## config.mk

```make
export PLATFORM = sky130hd
export DESIGN_NAME = waveform_packet_header_crc_parser
export DESIGN_NICKNAME = d
export VERILOG_FILES = /design/src/design/wpc_pkg.sv /design/src/design/wpc_in_stage.sv /design/src/design/wpc_parse.sv /design/src/design/waveform_packet_header_crc_parser.sv
export SDC_FILE = /design/constraint.sdc
export NUM_CORES = 1
export LEC_CHECK = 0
export BUFFER_PORTS_ARGS = -buffer_cell sky130_fd_sc_hd__buf_4
export CAP_MARGIN = 20
export CELL_PAD_IN_SITES_DETAIL_PLACEMENT = 0
export CELL_PAD_IN_SITES_GLOBAL_PLACEMENT = 1
export CORE_MARGIN = 2
export CORE_UTILIZATION = 49
export DETAILED_ROUTE_END_ITERATION = 7
export GPL_TIMING_DRIVEN = 0
export PLACE_DENSITY = 0.76
export SLEW_MARGIN = 20
export SYNTH_ARGS = -nofsm -noshare
export SYNTH_HDL_FRONTEND = slang
export SYNTH_SLANG_ARGS = --single-unit
```

## constraint.sdc

```tcl
create_clock -name clk_i -period 24 [get_ports clk_i]
set_clock_uncertainty 0.1 [all_clocks]
set_input_delay 4.8 -clock clk_i [delete_from_list [all_inputs] [get_ports clk_i]]
set_output_delay 4.8 -clock clk_i [all_outputs]
set_load 0.01 [all_outputs]
```

## src/design/wpc_pkg.sv

```systemverilog
// wpc_pkg: shared types, header offsets and the crc-16/ccitt-false byte step
// for the waveform packet header parser. No dependencies.

package wpc_pkg;

  // byte position counter width, holds the largest packet length
  localparam int unsigned PosW = 18;

  // header length and crc seed
  localparam logic [PosW-1:0] HdrBytes = 18'd30;
  localparam logic [15:0]     CrcInit  = 16'hFFFF;
  localparam logic [PosW-1:0] LastHdrPos = HdrBytes - 18'd1;

  // header byte offsets, big-endian fields
  localparam logic [4:0] OffType     = 5'd0;
  localparam logic [4:0] OffVersion  = 5'd1;
  localparam logic [4:0] OffTrigHi   = 5'd2;
  localparam logic [4:0] OffTrigLo   = 5'd3;
  localparam logic [4:0] OffHw0      = 5'd4;
  localparam logic [4:0] OffHw1      = 5'd5;
  localparam logic [4:0] OffHw2      = 5'd6;
  localparam logic [4:0] OffHw3      = 5'd7;
  localparam logic [4:0] OffBuild0   = 5'd10;
  localparam logic [4:0] OffBuild1   = 5'd11;
  localparam logic [4:0] OffBuild2   = 5'd12;
  localparam logic [4:0] OffBuild3   = 5'd13;
  localparam logic [4:0] OffEvent0   = 5'd18;
  localparam logic [4:0] OffEvent1   = 5'd19;
  localparam logic [4:0] OffEvent2   = 5'd20;
  localparam logic [4:0] OffEvent3   = 5'd21;
  localparam logic [4:0] OffTpt0     = 5'd22;
  localparam logic [4:0] OffTpt1     = 5'd23;
  localparam logic [4:0] OffTpt2     = 5'd24;
  localparam logic [4:0] OffTpt3     = 5'd25;
  localparam logic [4:0] OffBoard    = 5'd26;
  localparam logic [4:0] OffChan     = 5'd27;
  localparam logic [4:0] OffSampHi   = 5'd28;
  localparam logic [4:0] OffSampLo   = 5'd29;

  // one request held in the input register
  typedef struct packed {
    logic       valid;
    logic [7:0] data_byte;
    logic       packet_start;
  } in_item_t;

  // one parsed packet header
  typedef struct packed {
    logic [7:0]         packet_type;
    logic [7:0]         packet_version;
    logic [15:0]        trigger_number;
    logic [31:0]        hardware_ident;
    logic [31:0]        build_time;
    logic [31:0]        event_time;
    logic signed [31:0] trigger_point;
    logic [7:0]         board_number;
    logic               channel_kind;
    logic [6:0]         channel_number;
    logic [15:0]        sample_total;
    logic               crc_match;
  } result_t;

  // crc-16/ccitt-false, poly 0x1021, one byte per call
  function automatic logic [15:0] crc_step(input logic [15:0] crc, input logic [7:0] b);
    logic [7:0] x;
    x = crc[15:8] ^ b;
    x = x ^ {4'h0, x[7:4]};
    return {crc[7:0], 8'h00} ^ {x[3:0], 12'h000} ^ {3'b000, x, 5'b00000} ^ {8'h00, x};
  endfunction

endpackage

```

## src/design/wpc_in_stage.sv

```systemverilog
// wpc_in_stage: input register for the byte stream, one request deep.
// Depends on wpc_pkg.

module wpc_in_stage import wpc_pkg::*; (
  input  logic     clk_i,
  input  logic     rst_ni,
  input  logic     in_valid_i,
  input  logic [7:0] data_byte_i,
  input  logic     packet_start_i,
  input  logic     advance_i,
  output logic     in_ready_o,
  output in_item_t item_o
);

  logic       valid_q, valid_d;
  logic [7:0] byte_q;
  logic       start_q;
  logic       load;

  // free when empty or when the held byte moves on this cycle
  assign in_ready_o = !valid_q || advance_i;
  assign load       = in_valid_i && in_ready_o;

  always_comb begin
    valid_d = valid_q;
    if (load) begin
      valid_d = 1'b1;
    end else if (advance_i) begin
      valid_d = 1'b0;
    end
  end

  // control bit
  always_ff @(posedge clk_i or negedge rst_ni) begin
    if (!rst_ni) begin
      valid_q <= 1'b0;
    end else begin
      valid_q <= valid_d;
    end
  end

  // payload, no reset
  always_ff @(posedge clk_i) begin
    if (load) begin
      byte_q  <= data_byte_i;
      start_q <= packet_start_i;
    end
  end

  assign item_o.valid        = valid_q;
  assign item_o.data_byte    = byte_q;
  assign item_o.packet_start = start_q;

endmodule

```

## src/design/wpc_parse.sv

```systemverilog
// wpc_parse: packet position tracking, header capture, running crc and the
// result register. Depends on wpc_pkg.

module wpc_parse import wpc_pkg::*; (
  input  logic     clk_i,
  input  logic     rst_ni,
  input  in_item_t item_i,
  input  logic     out_ready_i,
  output logic     advance_o,
  output logic     out_valid_o,
  output result_t  result_o
);

  logic [PosW-1:0] pos_q, pos_d;
  logic [PosW-1:0] end_q, end_d;
  logic [15:0]     crc_q, crc_d;
  logic [7:0]      csh_q, csh_d;
  result_t         hdr_q, hdr_d;
  result_t         res_q, res_d;
  logic            out_valid_q, out_valid_d;

  logic [PosW-1:0] p;
  logic [15:0]     crc_cur;
  logic [7:0]      b;
  logic            emit;

  // the held byte moves when the result slot is free or draining
  assign advance_o = item_i.valid && (!out_valid_q || out_ready_i);
  assign b         = item_i.data_byte;

  // position, crc and header update for the byte in the input register
  always_comb begin
    p       = item_i.packet_start ? '0 : pos_q;
    crc_cur = item_i.packet_start ? CrcInit : crc_q;
    pos_d   = pos_q;
    end_d   = end_q;
    crc_d   = crc_q;
    csh_d   = csh_q;
    hdr_d   = hdr_q;
    emit    = 1'b0;
    if (advance_o) begin
      crc_d = crc_cur;
      pos_d = p;
      if (p < HdrBytes) begin
        crc_d = crc_step(crc_cur, b);
        pos_d = p + 1'b1;
        case (p[4:0])
          OffType:    hdr_d.packet_type           = b;
          OffVersion: hdr_d.packet_version        = b;
          OffTrigHi:  hdr_d.trigger_number[15:8]  = b;
          OffTrigLo:  hdr_d.trigger_number[7:0]   = b;
          OffHw0:     hdr_d.hardware_ident[31:24] = b;
          OffHw1:     hdr_d.hardware_ident[23:16] = b;
          OffHw2:     hdr_d.hardware_ident[15:8]  = b;
          OffHw3:     hdr_d.hardware_ident[7:0]   = b;
          OffBuild0:  hdr_d.build_time[31:24]     = b;
          OffBuild1:  hdr_d.build_time[23:16]     = b;
          OffBuild2:  hdr_d.build_time[15:8]      = b;
          OffBuild3:  hdr_d.build_time[7:0]       = b;
          OffEvent0:  hdr_d.event_time[31:24]     = b;
          OffEvent1:  hdr_d.event_time[23:16]     = b;
          OffEvent2:  hdr_d.event_time[15:8]      = b;
          OffEvent3:  hdr_d.event_time[7:0]       = b;
          OffTpt0:    hdr_d.trigger_point[31:24]  = b;
          OffTpt1:    hdr_d.trigger_point[23:16]  = b;
          OffTpt2:    hdr_d.trigger_point[15:8]   = b;
          OffTpt3:    hdr_d.trigger_point[7:0]    = b;
          OffBoard:   hdr_d.board_number          = b;
          OffChan: begin
            hdr_d.channel_kind   = b[7];
            hdr_d.channel_number = b[6:0];
          end
          OffSampHi:  hdr_d.sample_total[15:8]    = b;
          OffSampLo:  hdr_d.sample_total[7:0]     = b;
          default:    hdr_d = hdr_q;
        endcase
        // last header byte: the checksum starts after 2*N sample bytes
        if (p == LastHdrPos) begin
          end_d = HdrBytes + {1'b0, hdr_q.sample_total[15:8], b, 1'b0};
        end
      end else if (p < end_q) begin
        crc_d = crc_step(crc_cur, b);
        pos_d = p + 1'b1;
      end else if (p == end_q) begin
        csh_d = b;
        pos_d = p + 1'b1;
      end else if (p == end_q + 1'b1) begin
        emit  = 1'b1;
        pos_d = p + 1'b1;
      end
    end
  end

  // result register load and hand-off
  always_comb begin
    res_d       = res_q;
    out_valid_d = out_valid_q;
    if (emit) begin
      res_d           = hdr_q;
      res_d.crc_match = (crc_cur == {csh_q, b});
      out_valid_d     = 1'b1;
    end else if (out_ready_i) begin
      out_valid_d = 1'b0;
    end
  end

  // control state
  always_ff @(posedge clk_i or negedge rst_ni) begin
    if (!rst_ni) begin
      pos_q       <= '0;
      end_q       <= '0;
      crc_q       <= CrcInit;
      csh_q       <= '0;
      out_valid_q <= 1'b0;
    end else begin
      pos_q       <= pos_d;
      end_q       <= end_d;
      crc_q       <= crc_d;
      csh_q       <= csh_d;
      out_valid_q <= out_valid_d;
    end
  end

  // captured header and result payload
  always_ff @(posedge clk_i) begin
    hdr_q <= hdr_d;
    res_q <= res_d;
  end

  assign out_valid_o = out_valid_q;
  assign result_o    = res_q;

endmodule

```

## src/design/waveform_packet_header_crc_parser.sv

```systemverilog
// waveform_packet_header_crc_parser: top level, byte-stream digitizer packet
// parser with crc-16/ccitt-false check. Depends on wpc_pkg, wpc_in_stage, wpc_parse.
// Throughput: one byte per cycle; a blocked result register stalls the input.
// Result path: the last checksum byte passes the input register, then the result
// register, which raises the result valid.
// Reset: rst_ni async active low; clears position, end and checksum state and valid flags, seeds the crc.

module waveform_packet_header_crc_parser import wpc_pkg::*; (
  input  logic               clk_i,
  input  logic               rst_ni,
  input  logic               in_valid_i,
  output logic               in_ready_o,
  input  logic [7:0]         data_byte_i,
  input  logic               packet_start_i,
  output logic               out_valid_o,
  input  logic               out_ready_i,
  output logic [7:0]         packet_type_o,
  output logic [7:0]         packet_version_o,
  output logic [15:0]        trigger_number_o,
  output logic [31:0]        hardware_ident_o,
  output logic [31:0]        build_time_o,
  output logic [31:0]        event_time_o,
  output logic signed [31:0] trigger_point_o,
  output logic [7:0]         board_number_o,
  output logic               channel_kind_o,
  output logic [6:0]         channel_number_o,
  output logic [15:0]        sample_total_o,
  output logic               crc_match_o
);

  in_item_t item;
  result_t  res;
  logic     advance;

  // input register
  wpc_in_stage u_in (
    .clk_i         (clk_i),
    .rst_ni        (rst_ni),
    .in_valid_i    (in_valid_i),
    .data_byte_i   (data_byte_i),
    .packet_start_i(packet_start_i),
    .advance_i     (advance),
    .in_ready_o    (in_ready_o),
    .item_o        (item)
  );

  // parser and result register
  wpc_parse u_parse (
    .clk_i      (clk_i),
    .rst_ni     (rst_ni),
    .item_i     (item),
    .out_ready_i(out_ready_i),
    .advance_o  (advance),
    .out_valid_o(out_valid_o),
    .result_o   (res)
  );

  // result fields
  assign packet_type_o    = res.packet_type;
  assign packet_version_o = res.packet_version;
  assign trigger_number_o = res.trigger_number;
  assign hardware_ident_o = res.hardware_ident;
  assign build_time_o     = res.build_time;
  assign event_time_o     = res.event_time;
  assign trigger_point_o  = res.trigger_point;
  assign board_number_o   = res.board_number;
  assign channel_kind_o   = res.channel_kind;
  assign channel_number_o = res.channel_number;
  assign sample_total_o   = res.sample_total;
  assign crc_match_o      = res.crc_match;

endmodule

```

==> impl_results.html, run 1 <==
<table>
<tr><th>Metric</th><th>Value</th></tr>
<tr><th colspan="2">Run status</th></tr>
<tr><td>Outcome</td><td>completed</td></tr>
<tr><th colspan="2">STA</th></tr>
<tr><td>Final setup violation count</td><td>0</td></tr>
<tr><td>Setup TNS</td><td>0 ns</td></tr>
<tr><td>Minimum clock period after layout</td><td>10.22 ns</td></tr>
<tr><td>Rel. slew slack</td><td>41.8%</td></tr>
<tr><td>Achievable frequency</td><td>97.9 MHz</td></tr>
<tr><td>Max-slew violation count</td><td>0</td></tr>
<tr><td>Final worst-path cycle share</td><td>42.6%</td></tr>
<tr><td>Setup slack of the critical path after layout</td><td>13.78 ns</td></tr>
<tr><td>Total count of hold-check failures in the final report</td><td>0</td></tr>
<tr><td>Setup repair after global routing missed its margin</td><td>no</td></tr>
<tr><td>Actual transition at the worst max-transition pin</td><td>0.870 ns</td></tr>
<tr><th colspan="2">Clock network</th></tr>
<tr><td>H-tree levels</td><td>2</td></tr>
<tr><td>CTS root buffer</td><td>clkbuf_16</td></tr>
<tr><td>Number of buffers created by CTS</td><td>43</td></tr>
<tr><td>TritonCTS clock tree</td><td>built</td></tr>
<tr><td>Clock-pin slew on the worst setup and hold paths</td><td>0.06 ns</td></tr>
<tr><td>Resized Gates After CTS</td><td>0</td></tr>
<tr><td>Post-CTS setup buffer count</td><td>0</td></tr>
<tr><td>Maximum clock path buffer count</td><td>3</td></tr>
<tr><td>Hold buffer count at CTS</td><td>0</td></tr>
<tr><td>Clk sink count</td><td>455</td></tr>
<tr><td>Clock latency reported for the late side of the worst-skew pair</td><td>0.54 ns</td></tr>
<tr><th colspan="2">Cells and area</th></tr>
<tr><td>Fraction of layout cells with a size suffix above 1</td><td>28.8%</td></tr>
<tr><td>Count of fill cells added during filler insertion</td><td>2,382</td></tr>
<tr><td>Net count reported at finish</td><td>1,254</td></tr>
<tr><td>Multi-input gate area</td><td>2950 um^2</td></tr>
<tr><td>Total inserted antenna cells</td><td>0</td></tr>
<tr><td>Final Util</td><td>61.0%</td></tr>
<tr><td>Layout area overhead</td><td>23.1%</td></tr>
<tr><td>Sequential Area</td><td>13,400 um^2</td></tr>
<tr><th colspan="2">GRT</th></tr>
<tr><td>Wire length of the first global-routing pass</td><td>51.4 mm</td></tr>
<tr><td>Antenna violations before repair</td><td>0</td></tr>
<tr><td>Global Route Usage Sum</td><td>19.4%</td></tr>
<tr><td>Global-route congestion overflow total</td><td>0</td></tr>
<tr><td>Vias in the first global route</td><td>8,413</td></tr>
<tr><td>Maximum number of pins on one net before global-route repair</td><td>62</td></tr>
<tr><th colspan="2">Floorplan</th></tr>
<tr><td>Chip height</td><td>188 um</td></tr>
<tr><td>Die footprint</td><td>35,300 um^2</td></tr>
<tr><td>Floorplan row count</td><td>67</td></tr>
<tr><td>Core footprint</td><td>33,400 um^2</td></tr>
<tr><td>Starting Density</td><td>49.5%</td></tr>
<tr><td>Boundary pin count</td><td>208</td></tr>
<tr><td>Die width</td><td>188 um</td></tr>
<tr><th colspan="2">Run</th></tr>
<tr><td>Count of max-cap constraint violations</td><td>0</td></tr>
<tr><th colspan="2">Drt</th></tr>
<tr><td>Vias</td><td>8,900</td></tr>
<tr><td>Wire length reported by the detailed router</td><td>34.5 mm</td></tr>
<tr><td>DR pass1 iterations</td><td>5</td></tr>
<tr><td>Detailed route wirelength on metal2</td><td>16.8 mm</td></tr>
<tr><td>Top layer in use</td><td>met4</td></tr>
<tr><td>Detail-routed via count per cell</td><td>5.24</td></tr>
<tr><td>DRC</td><td>0</td></tr>
<tr><td>Wire length on met1</td><td>14.9 mm</td></tr>
<tr><td>Length of routed met3 wiring</td><td>2.06 mm</td></tr>
<tr><td>Starting DRC count in detailed routing</td><td>774</td></tr>
<tr><td>Post-route antenna net violation count</td><td>0</td></tr>
<tr><td>Routed len/inst</td><td>20.3 um</td></tr>
<tr><th colspan="2">Yosys</th></tr>
<tr><td>Synthesis Warnings</td><td>0</td></tr>
<tr><td>FFs w/ async S/R, synth</td><td>13.4%</td></tr>
<tr><td>Netlist area before placement</td><td>16,600 um^2</td></tr>
<tr><td>Mapped Avg Cell Area</td><td>17.7 um^2</td></tr>
<tr><td>Syn Inst Count</td><td>936</td></tr>
<tr><td>Syn nets</td><td>969</td></tr>
<tr><td>Count of flip-flops with a built-in enable after synthesis</td><td>394</td></tr>
<tr><td>Number of flip-flops and latches in the synthesized netlist</td><td>455</td></tr>
<tr><td>Sequential cell area fraction in the yosys report</td><td>80.8%</td></tr>
<tr><td>Post-synth cell types</td><td>71</td></tr>
<tr><td>Most used flip-flop cell after synthesis</td><td>edfxtp_1</td></tr>
<tr><th colspan="2">Power</th></tr>
<tr><td>Net switching power</td><td>369 uW</td></tr>
<tr><td>Cell Int Power</td><td>1.32 mW</td></tr>
<tr><td>Relative contribution of combinational cells to total power</td><td>7.4%</td></tr>
<tr><td>Clock power share</td><td>38.3%</td></tr>
<tr><td>Pwr Density</td><td>82.9 nW/um^2</td></tr>
<tr><td>Sequential share of power</td><td>54.2%</td></tr>
<tr><td>Switching power as a share of total power</td><td>21.8%</td></tr>
<tr><td>Leakage component of the power</td><td>7.47 nW</td></tr>
<tr><td>VDD IR max</td><td>0.0537 mV</td></tr>
<tr><th colspan="2">Critical path</th></tr>
<tr><td>Path depth of the worst reg2reg path</td><td>19</td></tr>
<tr><td>Critical path data required time</td><td>19.10 ns</td></tr>
<tr><td>Start of the worst register-to-register path</td><td>u_in.start_q$_DFFE_PP_</td></tr>
<tr><td>Worst endpoint data arrival time</td><td>5.32 ns</td></tr>
<tr><td>Maximum net fanout on the critical path</td><td>3</td></tr>
<tr><td>Worst r2r dst</td><td>u_parse.result_o[172]$_DFFE_PP_</td></tr>
<tr><td>Capturing instance or port of the critical path</td><td>in_ready_o</td></tr>
<tr><td>Crit Path Category</td><td>input pin to output pin</td></tr>
<tr><td>Endpoint class of the critical path</td><td>output pin</td></tr>
<tr><td>Timing startpoint of the critical path</td><td>out_ready_i</td></tr>
<tr><td>Launching element type of the critical path</td><td>input pin</td></tr>
<tr><td>Reg-to-reg setup timing slack</td><td>17.26 ns</td></tr>
<tr><th colspan="2">Placed design</th></tr>
<tr><td>Count of input and output buffers</td><td>207</td></tr>
<tr><td>Placed wire-length estimate</td><td>23.9 mm</td></tr>
<tr><td>Pre-CTS setup slack</td><td>13.79 ns</td></tr>
<tr><td>GP Congestion</td><td>0.870</td></tr>
<tr><th colspan="2">Min path</th></tr>
<tr><td>Hold Path Class</td><td>flip-flop to flip-flop</td></tr>
</table>
-- power by group through the flow --
stage	sequential, mW	combinational, mW	clock, mW
floorplan	0.926	0.0861	0
global placement	0.941	0.109	0
detailed placement	0.933	0.125	0
CTS	0.917	0.126	0.663
global route	0.920	0.139	0.690
finish	0.917	0.126	0.648
-- synthesized netlist by cell type, types with 2 or more instances --
| master | n | area share (%) |
|---|---|---|
| buf_2 | 6 | 0.18 |
| nand2_1 | 52 | 1.2 |
| a22o_1 | 4 | 0.21 |
| mux2_2 | 24 | 1.6 |
| clkbuf_1 | 20 | 0.45 |
| a41oi_1 | 2 | 0.11 |
| mux2i_1 | 3 | 0.18 |
| and4_1 | 4 | 0.21 |
| o22ai_1 | 4 | 0.15 |
| a31oi_1 | 6 | 0.23 |
| inv_1 | 25 | 0.57 |
| nor4b_1 | 2 | 0.11 |
| and2_1 | 18 | 0.68 |
| nor4_1 | 11 | 0.42 |
| nor2_1 | 47 | 1.1 |
| a41o_1 | 3 | 0.18 |
| nor3_1 | 13 | 0.39 |
| dfrtp_1 | 45 | 6.8 |
| or4_1 | 3 | 0.14 |
| buf_4 | 2 | 0.091 |
| buf_1 | 3 | 0.068 |
| and3_1 | 14 | 0.53 |
| dfstp_2 | 16 | 2.5 |
| xnor2_1 | 29 | 1.5 |
| nor3b_1 | 6 | 0.27 |
| a22oi_1 | 2 | 0.091 |
| ha_1 | 20 | 1.5 |
| nand2b_1 | 7 | 0.26 |
| a211oi_1 | 7 | 0.32 |
| a221o_1 | 4 | 0.24 |
| maj3_2 | 2 | 0.14 |
| edfxtp_1 | 394 | 71 |
| o21ai_1 | 2 | 0.060 |
| xor2_1 | 16 | 0.85 |
| o2111a_1 | 5 | 0.34 |
| nor3_2 | 2 | 0.12 |
| a21oi_1 | 23 | 0.70 |
| o21ai_0 | 16 | 0.48 |
| nand4_1 | 11 | 0.42 |
| a21boi_0 | 5 | 0.23 |
| nand3_1 | 16 | 0.48 |
| nor2b_1 | 13 | 0.49 |
-- layout make-up --
class	instances	area share, %
Clock inverter	18	1.05
Timing Repair Buffer	240	9.40
Buffer	33	0.724
Inverter	25	0.460
Sequential cell	455	65.6
Multi-Input combinational cell	423	14.5
Tap cell	448	2.75
Clock buffer	58	5.55
-- worst max-delay path, stage by stage --
cell,delay (ns)
buf_4,0.11
nand3b_1,0.22
buf_4,0.19
-- worst min-delay path by stage --
stage | startpoint | endpoint | slack [ns] | depth (start not counted)
final | u_parse.hdr_q[161]$_DFFE_PP_ | u_parse.result_o[161]$_DFFE_PP_ | 0.30 | 0
after global routing | u_parse.hdr_q[130]$_DFFE_PP_ | u_parse.result_o[130]$_DFFE_PP_ | 0.32 | 0
after CTS | u_parse.hdr_q[95]$_DFFE_PP_ | u_parse.result_o[95]$_DFFE_PP_ | 0.30 | 0
after detailed placement | u_parse.hdr_q[109]$_DFFE_PP_ | u_parse.result_o[109]$_DFFE_PP_ | 0.30 | 0
after global placement | u_parse.hdr_q[32]$_DFFE_PP_ | u_parse.result_o[32]$_DFFE_PP_ | 0.30 | 0
after floorplan | u_parse.hdr_q[100]$_DFFE_PP_ | u_parse.result_o[100]$_DFFE_PP_ | 0.30 | 0
-- placed cells by master, fill, tap and decap left out, types with 4 or more instances in the layout --
| cell type | n |
|---|---|
| edfxtp_1 | 394 |
| buf_4 | 226 |
| nand2_1 | 52 |
| nor2_1 | 47 |
| dfrtp_1 | 45 |
| clkbuf_16 | 43 |
| clkbuf_1 | 35 |
| xnor2_1 | 29 |
| inv_1 | 25 |
| mux2_2 | 24 |
| a21oi_1 | 23 |
| ha_1 | 20 |
| and2_1 | 18 |
| nand3_1 | 16 |
| o21ai_0 | 16 |
| xor2_1 | 16 |
| dfstp_2 | 16 |
| and3_1 | 14 |
| nor2b_1 | 13 |
| nor3_1 | 12 |
| nand4_1 | 11 |
| nor4_1 | 11 |
| buf_8 | 10 |
| nand2b_1 | 7 |
| a211oi_1 | 7 |
| clkinv_1 | 7 |
| buf_2 | 6 |
| buf_6 | 6 |
| nor3b_1 | 6 |
| a31oi_1 | 6 |
| o2111a_1 | 5 |
| a21boi_0 | 5 |
| a22o_1 | 4 |
| o22ai_1 | 4 |
| and4_1 | 4 |
| a221o_1 | 4 |
| bufinv_16 | 4 |
-- metal layers --
metal | global-route usage, % | vias up
li1 | - | 4134
met1 | 27.4 | 4364
met2 | 31.8 | 353
met3 | 2.83 | 49
met4 | 5.15 | 0
met5 | 0 | -
-- flip-flops by register name, indices dropped and copies added, names as in the netlist --
register,cells
u_in.byte_q,8
u_parse.hdr_q,192
u_in.valid_q,1
u_parse.out_valid_o,1
u_parse.crc_q,16
u_parse.csh_q,8
u_parse.end_q,17
u_parse.pos_q,18
u_in.start_q,1
u_parse.result_o,193
-- cell families after synthesis --
| kind of cell | count (synthesis) | synth area share (%) |
|---|---|---|
| AO/OA/AOI/OAI | 99 | 4.46 |
| buffers and inverters | 58 | 1.46 |
| AND/OR/NAND/NOR | 228 | 7.26 |
| adder cells (fa/ha/maj) | 22 | 1.65 |
| multiplexers | 29 | 2.02 |
| flip-flops | 455 | 80.8 |
| XOR/XNOR | 45 | 2.38 |
-- through the flow --
step                      hold slack (ns)  power (mW)  area [um^2]  instances
after detailed placement            0.305        1.06        19000       1623
after global routing                0.319        1.75        20400       1700
final                               0.304        1.69        20400       1700
after global placement              0.300        1.05        18700       1591
after CTS                           0.299        1.71        20400       1699
after floorplan                     0.300        1.01        16600        936
Power figures use the tool's default switching activity.
==> run 2: changes to the inputs <==
--- a/config.mk
+++ b/config.mk
@@ -5,12 +5,13 @@
 export SDC_FILE = /design/constraint.sdc
 export NUM_CORES = 1
 export LEC_CHECK = 0
+export ABC_AREA = 1
 export BUFFER_PORTS_ARGS = -buffer_cell sky130_fd_sc_hd__buf_4
 export CAP_MARGIN = 20
 export CELL_PAD_IN_SITES_DETAIL_PLACEMENT = 0
 export CELL_PAD_IN_SITES_GLOBAL_PLACEMENT = 1
 export CORE_MARGIN = 2
-export CORE_UTILIZATION = 49
+export CORE_UTILIZATION = 48
 export DETAILED_ROUTE_END_ITERATION = 7
 export GPL_TIMING_DRIVEN = 0
 export PLACE_DENSITY = 0.76
==> constraint.sdc (replaced) <==
create_clock -name clk_i -period 10.1 [get_ports clk_i]
set_clock_uncertainty 0.1 [all_clocks]
set_input_delay 2.02 -clock clk_i [delete_from_list [all_inputs] [get_ports clk_i]]
set_output_delay 2.02 -clock clk_i [all_outputs]
set_load 0.01 [all_outputs]
==> run 2 against run 1 <==
  * Non-clock buffer count fell by 18
  * Sequential power rose by 130%
  * Area after synthesis rose by 1.3%
  * Cell count rose by 12%
  * Register-to-register slack got worse by 12 ns
  * Clock power rose by 140%
  * Routed wire length rose by 4.9%
  * Worst setup slack got worse by 8.3 ns
  * Worst hold slack improved by 0.0058 ns
  * Count of clock-buffer cells in the layout fell by 4
  * Critical path depth rose by 1
  * Global-route usage rose by 0.51 points
  * Critical path type unchanged
  * Critical endpoint unchanged
  * Largest cell class unchanged
  * Largest power group unchanged
==> impl_results.html, run 2 <==
<table>
<tr><th>Metric</th><th>Value</th></tr>
<tr><th colspan="2">GRT</th></tr>
<tr><td>Global-route congestion overflow total</td><td>0</td></tr>
<tr><td>Global Route Usage Sum</td><td>19.9%</td></tr>
<tr><td>Vias in the first global route</td><td>8,798</td></tr>
<tr><td>Maximum number of pins on one net before global-route repair</td><td>62</td></tr>
<tr><td>Wire length of the first global-routing pass</td><td>53.8 mm</td></tr>
<tr><td>Antenna violations before repair</td><td>0</td></tr>
<tr><th colspan="2">Critical path</th></tr>
<tr><td>Start of the worst register-to-register path</td><td>u_in.start_q$_DFFE_PP_</td></tr>
<tr><td>Crit Path Category</td><td>input pin to output pin</td></tr>
<tr><td>Worst path cell trace</td><td>buf_4, nor2_1, nand2_1, buf_4</td></tr>
<tr><td>Maximum cell stage delay along the critical path</td><td>0.15 ns</td></tr>
<tr><td>Endpoint class of the critical path</td><td>output pin</td></tr>
<tr><td>Worst endpoint data arrival time</td><td>2.51 ns</td></tr>
<tr><td>Path depth of the worst reg2reg path</td><td>20</td></tr>
<tr><td>Cell with the largest stage delay on the worst path</td><td>buf_4</td></tr>
<tr><td>Critical path data required time</td><td>7.98 ns</td></tr>
<tr><td>Reg-to-reg setup timing slack</td><td>5.72 ns</td></tr>
<tr><td>Maximum net fanout on the critical path</td><td>3</td></tr>
<tr><td>Most frequent cell on the critical path</td><td>buf_4</td></tr>
<tr><td>Worst r2r dst</td><td>u_parse.result_o[104]$_DFFE_PP_</td></tr>
<tr><td>Launching element type of the critical path</td><td>input pin</td></tr>
<tr><th colspan="2">STA</th></tr>
<tr><td>Final worst-path cycle share</td><td>45.8%</td></tr>
<tr><td>Final setup violation count</td><td>0</td></tr>
<tr><td>Max-slew violation count</td><td>0</td></tr>
<tr><td>Setup TNS</td><td>0 ns</td></tr>
<tr><td>Minimum clock period after layout</td><td>4.63 ns</td></tr>
<tr><td>Actual transition at the worst max-transition pin</td><td>1.09 ns</td></tr>
<tr><td>Rel. slew slack</td><td>27.3%</td></tr>
<tr><td>Achievable frequency</td><td>216 MHz</td></tr>
<tr><td>Setup repair after global routing missed its margin</td><td>no</td></tr>
<tr><td>Total count of hold-check failures in the final report</td><td>0</td></tr>
<tr><td>Hold WS</td><td>0.310 ns</td></tr>
<tr><th colspan="2">Floorplan</th></tr>
<tr><td>Die width</td><td>191 um</td></tr>
<tr><td>Die footprint</td><td>36,500 um^2</td></tr>
<tr><td>Chip height</td><td>191 um</td></tr>
<tr><td>Boundary pin count</td><td>208</td></tr>
<tr><td>Core footprint</td><td>34,500 um^2</td></tr>
<tr><td>Starting Density</td><td>48.7%</td></tr>
<tr><td>Floorplan row count</td><td>68</td></tr>
<tr><th colspan="2">Cells and area</th></tr>
<tr><td>Final Util</td><td>60.2%</td></tr>
<tr><td>Final Instance Area</td><td>20,800 um^2</td></tr>
<tr><td>Commonest non-fill, non-tap cells in the layout</td><td>394 x edfxtp_1, 225 x nand2_1, 207 x buf_4</td></tr>
<tr><td>Layout area overhead</td><td>23.6%</td></tr>
<tr><td>Total inserted antenna cells</td><td>0</td></tr>
<tr><td>Net count reported at finish</td><td>1,446</td></tr>
<tr><td>Fraction of layout cells with a size suffix above 1</td><td>25.0%</td></tr>
<tr><td>Most common cell after layout, fill and taps aside</td><td>edfxtp_1</td></tr>
<tr><td>Number of flip-flops under the largest register name</td><td>193</td></tr>
<tr><th colspan="2">Power</th></tr>
<tr><td>Leakage component of the power</td><td>7.93 nW</td></tr>
<tr><td>Pwr Density</td><td>190 nW/um^2</td></tr>
<tr><td>VDD IR max</td><td>0.123 mV</td></tr>
<tr><th colspan="2">Yosys</th></tr>
<tr><td>Synthesis Warnings</td><td>0</td></tr>
<tr><td>Most used standard cell by instance count after synthesis</td><td>edfxtp_1</td></tr>
<tr><td>Count of flip-flops with a built-in enable after synthesis</td><td>394</td></tr>
<tr><td>Most numerous cell types in the synthesized netlist</td><td>394 x edfxtp_1, 225 x nand2_1, 87 x inv_1</td></tr>
<tr><td>Netlist area before placement</td><td>16,800 um^2</td></tr>
<tr><td>FFs w/ async S/R, synth</td><td>13.4%</td></tr>
<tr><td>Syn nets</td><td>1,169</td></tr>
<tr><td>Syn Inst Count</td><td>1,136</td></tr>
<tr><td>Mapped Avg Cell Area</td><td>14.8 um^2</td></tr>
<tr><td>Sequential cell area fraction in the yosys report</td><td>79.7%</td></tr>
<tr><td>Largest area contributor in the synthesized netlist</td><td>edfxtp_1</td></tr>
<tr><td>Most used flip-flop cell after synthesis</td><td>edfxtp_1</td></tr>
<tr><td>Area fraction of the dominant cell type after synthesis</td><td>70.5%</td></tr>
<tr><td>Post-synth cell types</td><td>36</td></tr>
<tr><td>Cell types with the largest area share after synthesis</td><td>edfxtp_1 70%, dfrtp_1 6.7%, nand2_1 5.0%, dfstp_2 2.5%, xor2_1 2.3%</td></tr>
<tr><td>Number of flip-flops and latches in the synthesized netlist</td><td>455</td></tr>
<tr><th colspan="2">Drt</th></tr>
<tr><td>DRC</td><td>0</td></tr>
<tr><td>Wire length reported by the detailed router</td><td>36.2 mm</td></tr>
<tr><td>DR pass1 iterations</td><td>5</td></tr>
<tr><td>Detail-routed via count per cell</td><td>5.03</td></tr>
<tr><td>Starting DRC count in detailed routing</td><td>875</td></tr>
<tr><td>Post-route antenna net violation count</td><td>0</td></tr>
<tr><td>Vias</td><td>9,550</td></tr>
<tr><td>Routed len/inst</td><td>19.0 um</td></tr>
<tr><th colspan="2">Clock network</th></tr>
<tr><td>Clk sink count</td><td>455</td></tr>
<tr><td>TritonCTS clock tree</td><td>built</td></tr>
<tr><td>Clock-pin slew on the worst setup and hold paths</td><td>0.06 ns</td></tr>
<tr><td>Number of buffers created by CTS</td><td>43</td></tr>
<tr><td>CTS root buffer</td><td>clkbuf_16</td></tr>
<tr><td>H-tree levels</td><td>2</td></tr>
<tr><td>Maximum clock path buffer count</td><td>3</td></tr>
<tr><td>Resized Gates After CTS</td><td>0</td></tr>
<tr><td>Clock latency reported for the late side of the worst-skew pair</td><td>0.55 ns</td></tr>
<tr><td>Hold buffer count at CTS</td><td>0</td></tr>
<tr><td>Post-CTS setup buffer count</td><td>0</td></tr>
<tr><th colspan="2">Run status</th></tr>
<tr><td>Outcome</td><td>completed</td></tr>
<tr><th colspan="2">Run</th></tr>
<tr><td>Count of max-cap constraint violations</td><td>0</td></tr>
<tr><th colspan="2">Min path</th></tr>
<tr><td>End of the worst hold path</td><td>u_parse.result_o[152]$_DFFE_PP_</td></tr>
<tr><td>Hold Path Class</td><td>flip-flop to flip-flop</td></tr>
<tr><td>Hold Path Origin</td><td>u_parse.hdr_q[152]$_DFFE_PP_</td></tr>
<tr><td>Hold Path Stages</td><td>0</td></tr>
<tr><th colspan="2">Placed design</th></tr>
<tr><td>Count of input and output buffers</td><td>207</td></tr>
<tr><td>GP Congestion</td><td>0.845</td></tr>
<tr><td>Total cell area at the placement stage</td><td>19,300 um^2</td></tr>
<tr><td>Placed wire-length estimate</td><td>25.5 mm</td></tr>
</table>
[run 2: cells by family (layout without fill, tap and decap cells)]
group | count (synthesis) | after routing | share of synthesized area, %
xor+xnor | 58 | 58 | 3.03
buf+inv | 115 | 424 | 2.71
fa+ha+maj | 20 | 20 | 1.49
flops | 455 | 455 | 79.7
simple gates | 442 | 442 | 11.6
compound gates | 46 | 46 | 1.45
[run 2: area by class of cell]
type	count	area, um^2
multi-input cells	566	3040
flip-flops and latches	455	13400
repair buffers	232	1910
inverters	92	345
fillers	2627	13700
clock inverters	23	248
plain buffers	23	109
clock buffers	54	1150
well taps	455	569
[run 2: worst max-delay path: cells and delay by family]
| kind | cells | cell delay (ns) |
|---|---|---|
| simple gates | 2 | 0.23 |
| buf+inv | 2 | 0.26 |
[run 2: report_power, final]
part           leakage, nW  internal [mW]  switching (mW)
registers             4.33           2.10          0.0294
logic                 2.93         0.0862           0.155
clock network        0.676          0.916           0.664
total                 7.93           3.10           0.849
[run 2: worst max path at each step]
stage                                       from                              end  slack [ns]  cells after the start
after floorplan                      out_ready_i    u_parse.result_o[0]$_DFFE_PP_        2.57                      4
after global placement    u_in.start_q$_DFFE_PP_   u_parse.result_o[81]$_DFFE_PP_        0.68                     16
after detailed placement             out_ready_i     u_parse.hdr_q[108]$_DFFE_PP_        5.22                      8
after CTS                            out_ready_i                       in_ready_o        5.46                      4
after global routing      u_in.start_q$_DFFE_PP_  u_parse.result_o[104]$_DFFE_PP_        5.39                     20
final                                out_ready_i                       in_ready_o        5.47                      4
[run 2: through the flow]
stage | total power [mW] | std cells | setup WS, ns
after CTS | 3.98 | 1900 | 5.46
final | 3.95 | 1900 | 5.47
after global routing | 4.08 | 1900 | 5.39
after detailed placement | 2.40 | 1823 | 5.22
after floorplan | 2.32 | 1136 | 2.57
after global placement | 2.39 | 1798 | 0.679
[run 2: per-layer routing]
metal | global-route usage (%) | share of wire (%) | wire length (um) | vias up
met4 | 4.89 | 1.7 | 622 | 0
met5 | 0 | 0 | 0 | -
met2 | 31.6 | 46 | 16700 | 363
li1 | - | - | - | 4540
met1 | 28.9 | 45 | 16200 | 4599
met3 | 3.19 | 7.4 | 2670 | 48
==> run 3: changes to the inputs <==
--- a/config.mk
+++ b/config.mk
@@ -5,13 +5,13 @@
 export SDC_FILE = /design/constraint.sdc
 export NUM_CORES = 1
 export LEC_CHECK = 0
-export ABC_AREA = 1
+export ABC_AREA = 0
 export BUFFER_PORTS_ARGS = -buffer_cell sky130_fd_sc_hd__buf_4
 export CAP_MARGIN = 20
 export CELL_PAD_IN_SITES_DETAIL_PLACEMENT = 0
 export CELL_PAD_IN_SITES_GLOBAL_PLACEMENT = 1
 export CORE_MARGIN = 2
-export CORE_UTILIZATION = 48
+export CORE_UTILIZATION = 49
 export DETAILED_ROUTE_END_ITERATION = 7
 export GPL_TIMING_DRIVEN = 0
 export PLACE_DENSITY = 0.76
==> constraint.sdc (replaced) <==
create_clock -name clk_i -period 4.3 [get_ports clk_i]
set_clock_uncertainty 0.1 [all_clocks]
set_input_delay 0.86 -clock clk_i [delete_from_list [all_inputs] [get_ports clk_i]]
set_output_delay 0.86 -clock clk_i [all_outputs]
set_load 0.01 [all_outputs]
==> run 3 against run 2 <==
  * Final area shrank 1.0%
  * Worst setup slack lost 5.3 ns
  * Cell count shrank 11%
  * Register-to-register slack lost 5.5 ns
  * Combinational power grew to 2.9 times the previous value
  * Sequential power grew 140%
  * Largest power group unchanged
  * Routed wire length shrank 3.0%
  * Sequential cell count is the same
  * Highest routed layer unchanged
==> impl_results.html, run 3 (synthesis gave the netlist of run 1 again) <==
<table>
<tr><th>Metric</th><th>Value</th></tr>
<tr><th colspan="2">Power</th></tr>
<tr><td>Cell Int Power</td><td>7.35 mW</td></tr>
<tr><td>Switching power as a share of total power</td><td>22.0%</td></tr>
<tr><td>Leakage component of the power</td><td>7.53 nW</td></tr>
<tr><td>Net switching power</td><td>2.07 mW</td></tr>
<tr><td>Clock power share</td><td>38.1%</td></tr>
<tr><td>Relative contribution of combinational cells to total power</td><td>7.5%</td></tr>
<tr><td>Pwr Density</td><td>459 nW/um^2</td></tr>
<tr><td>Sequential share of power</td><td>54.4%</td></tr>
<tr><td>VDD IR max</td><td>0.291 mV</td></tr>
<tr><th colspan="2">Clock network</th></tr>
<tr><td>Clk sink count</td><td>455</td></tr>
<tr><td>Maximum clock path buffer count</td><td>3</td></tr>
<tr><td>Clock-pin slew on the worst setup and hold paths</td><td>0.06 ns</td></tr>
<tr><td>Clock latency reported for the late side of the worst-skew pair</td><td>0.54 ns</td></tr>
<tr><td>TritonCTS clock tree</td><td>built</td></tr>
<tr><td>H-tree levels</td><td>2</td></tr>
<tr><td>Number of buffers created by CTS</td><td>43</td></tr>
<tr><td>CTS root buffer</td><td>clkbuf_16</td></tr>
<tr><td>Hold buffer count at CTS</td><td>0</td></tr>
<tr><th colspan="2">Cells and area</th></tr>
<tr><td>Total inserted antenna cells</td><td>0</td></tr>
<tr><td>Most common cell after layout, fill and taps aside</td><td>edfxtp_1</td></tr>
<tr><td>Net count reported at finish</td><td>1,252</td></tr>
<tr><td>Final Instance Area</td><td>20,500 um^2</td></tr>
<tr><td>Number of flip-flops under the largest register name</td><td>193</td></tr>
<tr><td>Commonest non-fill, non-tap cells in the layout</td><td>394 x edfxtp_1, 217 x buf_4, 52 x nand2_1</td></tr>
<tr><td>Fraction of layout cells with a size suffix above 1</td><td>29.6%</td></tr>
<tr><td>Layout area overhead</td><td>24.0%</td></tr>
<tr><th colspan="2">Drt</th></tr>
<tr><td>Detail-routed via count per cell</td><td>5.23</td></tr>
<tr><td>Routed len/inst</td><td>20.7 um</td></tr>
<tr><td>DRC</td><td>0</td></tr>
<tr><td>Starting DRC count in detailed routing</td><td>701</td></tr>
<tr><td>DR pass1 iterations</td><td>5</td></tr>
<tr><td>Post-route antenna net violation count</td><td>0</td></tr>
<tr><td>Wire length reported by the detailed router</td><td>35.1 mm</td></tr>
<tr><td>Vias</td><td>8,886</td></tr>
<tr><th colspan="2">Min path</th></tr>
<tr><td>Hold Path Class</td><td>input pin to asynchronous set/reset pin</td></tr>
<tr><th colspan="2">STA</th></tr>
<tr><td>Achievable frequency</td><td>245 MHz</td></tr>
<tr><td>Max-slew violation count</td><td>0</td></tr>
<tr><td>Final setup violation count</td><td>0</td></tr>
<tr><td>Minimum clock period after layout</td><td>4.09 ns</td></tr>
<tr><td>Actual transition at the worst max-transition pin</td><td>1.11 ns</td></tr>
<tr><td>Rel. slew slack</td><td>26.0%</td></tr>
<tr><td>Final worst-path cycle share</td><td>95.1%</td></tr>
<tr><td>Total count of hold-check failures in the final report</td><td>0</td></tr>
<tr><td>Hold WS</td><td>0.307 ns</td></tr>
<tr><td>Setup repair after global routing missed its margin</td><td>no</td></tr>
<tr><th colspan="2">Critical path</th></tr>
<tr><td>Worst endpoint data arrival time</td><td>4.27 ns</td></tr>
<tr><td>Family with the most delay on the worst path</td><td>buffers and inverters</td></tr>
<tr><td>Critical path data required time</td><td>4.49 ns</td></tr>
<tr><td>Maximum cell stage delay along the critical path</td><td>0.46 ns</td></tr>
<tr><td>Worst path cell trace</td><td>buf_6, buf_6, buf_6, buf_6, clkbuf_8, nor2_1, ha_1, nand4_1, nor2_2, a221oi_1, o31ai_4, o21ai_4, buf_6, nor3_4, buf_8, buf_8, buf_8, buf_8, buf_8</td></tr>
<tr><td>Start of the worst register-to-register path</td><td>u_in.start_q$_DFFE_PP_</td></tr>
<tr><td>Number of buffer and inverter instances along the worst setup path</td><td>11</td></tr>
<tr><td>Maximum net fanout on the critical path</td><td>15</td></tr>
<tr><td>Endpoint class of the critical path</td><td>flip-flop</td></tr>
<tr><td>Crit Path Category</td><td>flip-flop to flip-flop</td></tr>
<tr><td>Launching element type of the critical path</td><td>flip-flop</td></tr>
<tr><td>Timing startpoint of the critical path</td><td>u_in.start_q$_DFFE_PP_</td></tr>
<tr><td>Cell with the largest stage delay on the worst path</td><td>a221oi_1</td></tr>
<tr><th colspan="2">GRT</th></tr>
<tr><td>Vias in the first global route</td><td>8,650</td></tr>
<tr><td>Maximum number of pins on one net before global-route repair</td><td>62</td></tr>
<tr><td>Global-route congestion overflow total</td><td>0</td></tr>
<tr><td>Antenna violations before repair</td><td>0</td></tr>
<tr><td>Global Route Usage Sum</td><td>19.9%</td></tr>
<tr><td>Wire length of the first global-routing pass</td><td>52.7 mm</td></tr>
<tr><th colspan="2">Floorplan</th></tr>
<tr><td>Starting Density</td><td>49.5%</td></tr>
<tr><td>Core footprint</td><td>33,400 um^2</td></tr>
<tr><td>Floorplan row count</td><td>67</td></tr>
<tr><td>Die width</td><td>188 um</td></tr>
<tr><td>Die footprint</td><td>35,300 um^2</td></tr>
<tr><td>Chip height</td><td>188 um</td></tr>
<tr><td>Boundary pin count</td><td>208</td></tr>
<tr><th colspan="2">Run status</th></tr>
<tr><td>Outcome</td><td>completed</td></tr>
<tr><th colspan="2">Run</th></tr>
<tr><td>Count of max-cap constraint violations</td><td>0</td></tr>
<tr><th colspan="2">Placed design</th></tr>
<tr><td>Total cell area at the placement stage</td><td>19,100 um^2</td></tr>
<tr><td>Placed wire-length estimate</td><td>24.2 mm</td></tr>
<tr><td>Count of input and output buffers</td><td>207</td></tr>
<tr><td>GP Congestion</td><td>0.863</td></tr>
</table>
[run 3: power by group through the flow]
stage | registers (mW) | clock network (mW) | logic [mW]
global route | 5.14 | 3.84 | 0.780
finish | 5.13 | 3.58 | 0.708
floorplan | 5.17 | 0 | 0.488
global placement | 5.25 | 0 | 0.621
detailed placement | 5.21 | 0 | 0.705
CTS | 5.12 | 3.66 | 0.711
[run 3: repair_timing]
action | CTS | global route
setup buffers | 5 | 3
resized for setup | 1 | 1
setup endpoints to repair | 146 | 33
hold endpoints to repair | 0 | 0
pin swaps | 4 | 2
[run 3: final cells by class]
type | instances | area [um^2]
sequential | 455 | 13400
fill | 2413 | 12900
multi-input combinational | 423 | 2960
timing repair buffer | 238 | 2010
clock buffer | 59 | 1150
tap | 448 | 561
clock inverter | 19 | 196
buffer | 33 | 195
inverter | 25 | 93.8
[run 3: layer usage]
metal,global-route usage (%),vias to the layer above,share of wire (%)
li1,-,4136,-
met1,27.5,4395,43
met2,33.0,307,49
met3,3.84,48,6.1
met4,4.97,0,1.8
met5,0,-,0
[run 3: worst register-to-register path: cells and delay by family (launching register included)]
| family | cells | cell delay (ns) |
|---|---|---|
| compound gates | 3 | 0.85 |
| simple gates | 4 | 0.47 |
| buf+inv | 11 | 1.70 |
| flops | 1 | 0.43 |
| fa+ha+maj | 1 | 0.27 |
[run 3: through the flow]
step | total power, mW | utilization, % | cells | setup TNS, ns | setup slack (ns)
after floorplan | 5.66 | - | 936 | -612.86 | -3.18
after global placement | 5.87 | 56.0 | 1591 | -1023.72 | -5.32
after detailed placement | 5.92 | 57.2 | 1614 | -29.60 | -0.508
after CTS | 9.49 | 61.3 | 1697 | 0 | 0.0747
after global routing | 9.76 | 61.4 | 1700 | 0 | 0.00776
final | 9.42 | 61.4 | 1700 | 0 | 0.212
[run 3: final timing paths]
path,end,slack (ns),cells past startpoint
setup / recovery,u_parse.result_o[177]$_DFFE_PP_,0.21,19
hold / removal,u_parse.csh_q[7]$_DFFE_PN0P_,0.31,1
setup reg to reg,u_parse.result_o[177]$_DFFE_PP_,0.21,19
hold reg to reg,u_parse.result_o[170]$_DFFE_PP_,0.31,0
max in group asynchronous,u_parse.end_q[17]$_DFFE_PN0P_,3.22,1
min in group clk_i,u_parse.result_o[170]$_DFFE_PP_,0.31,0
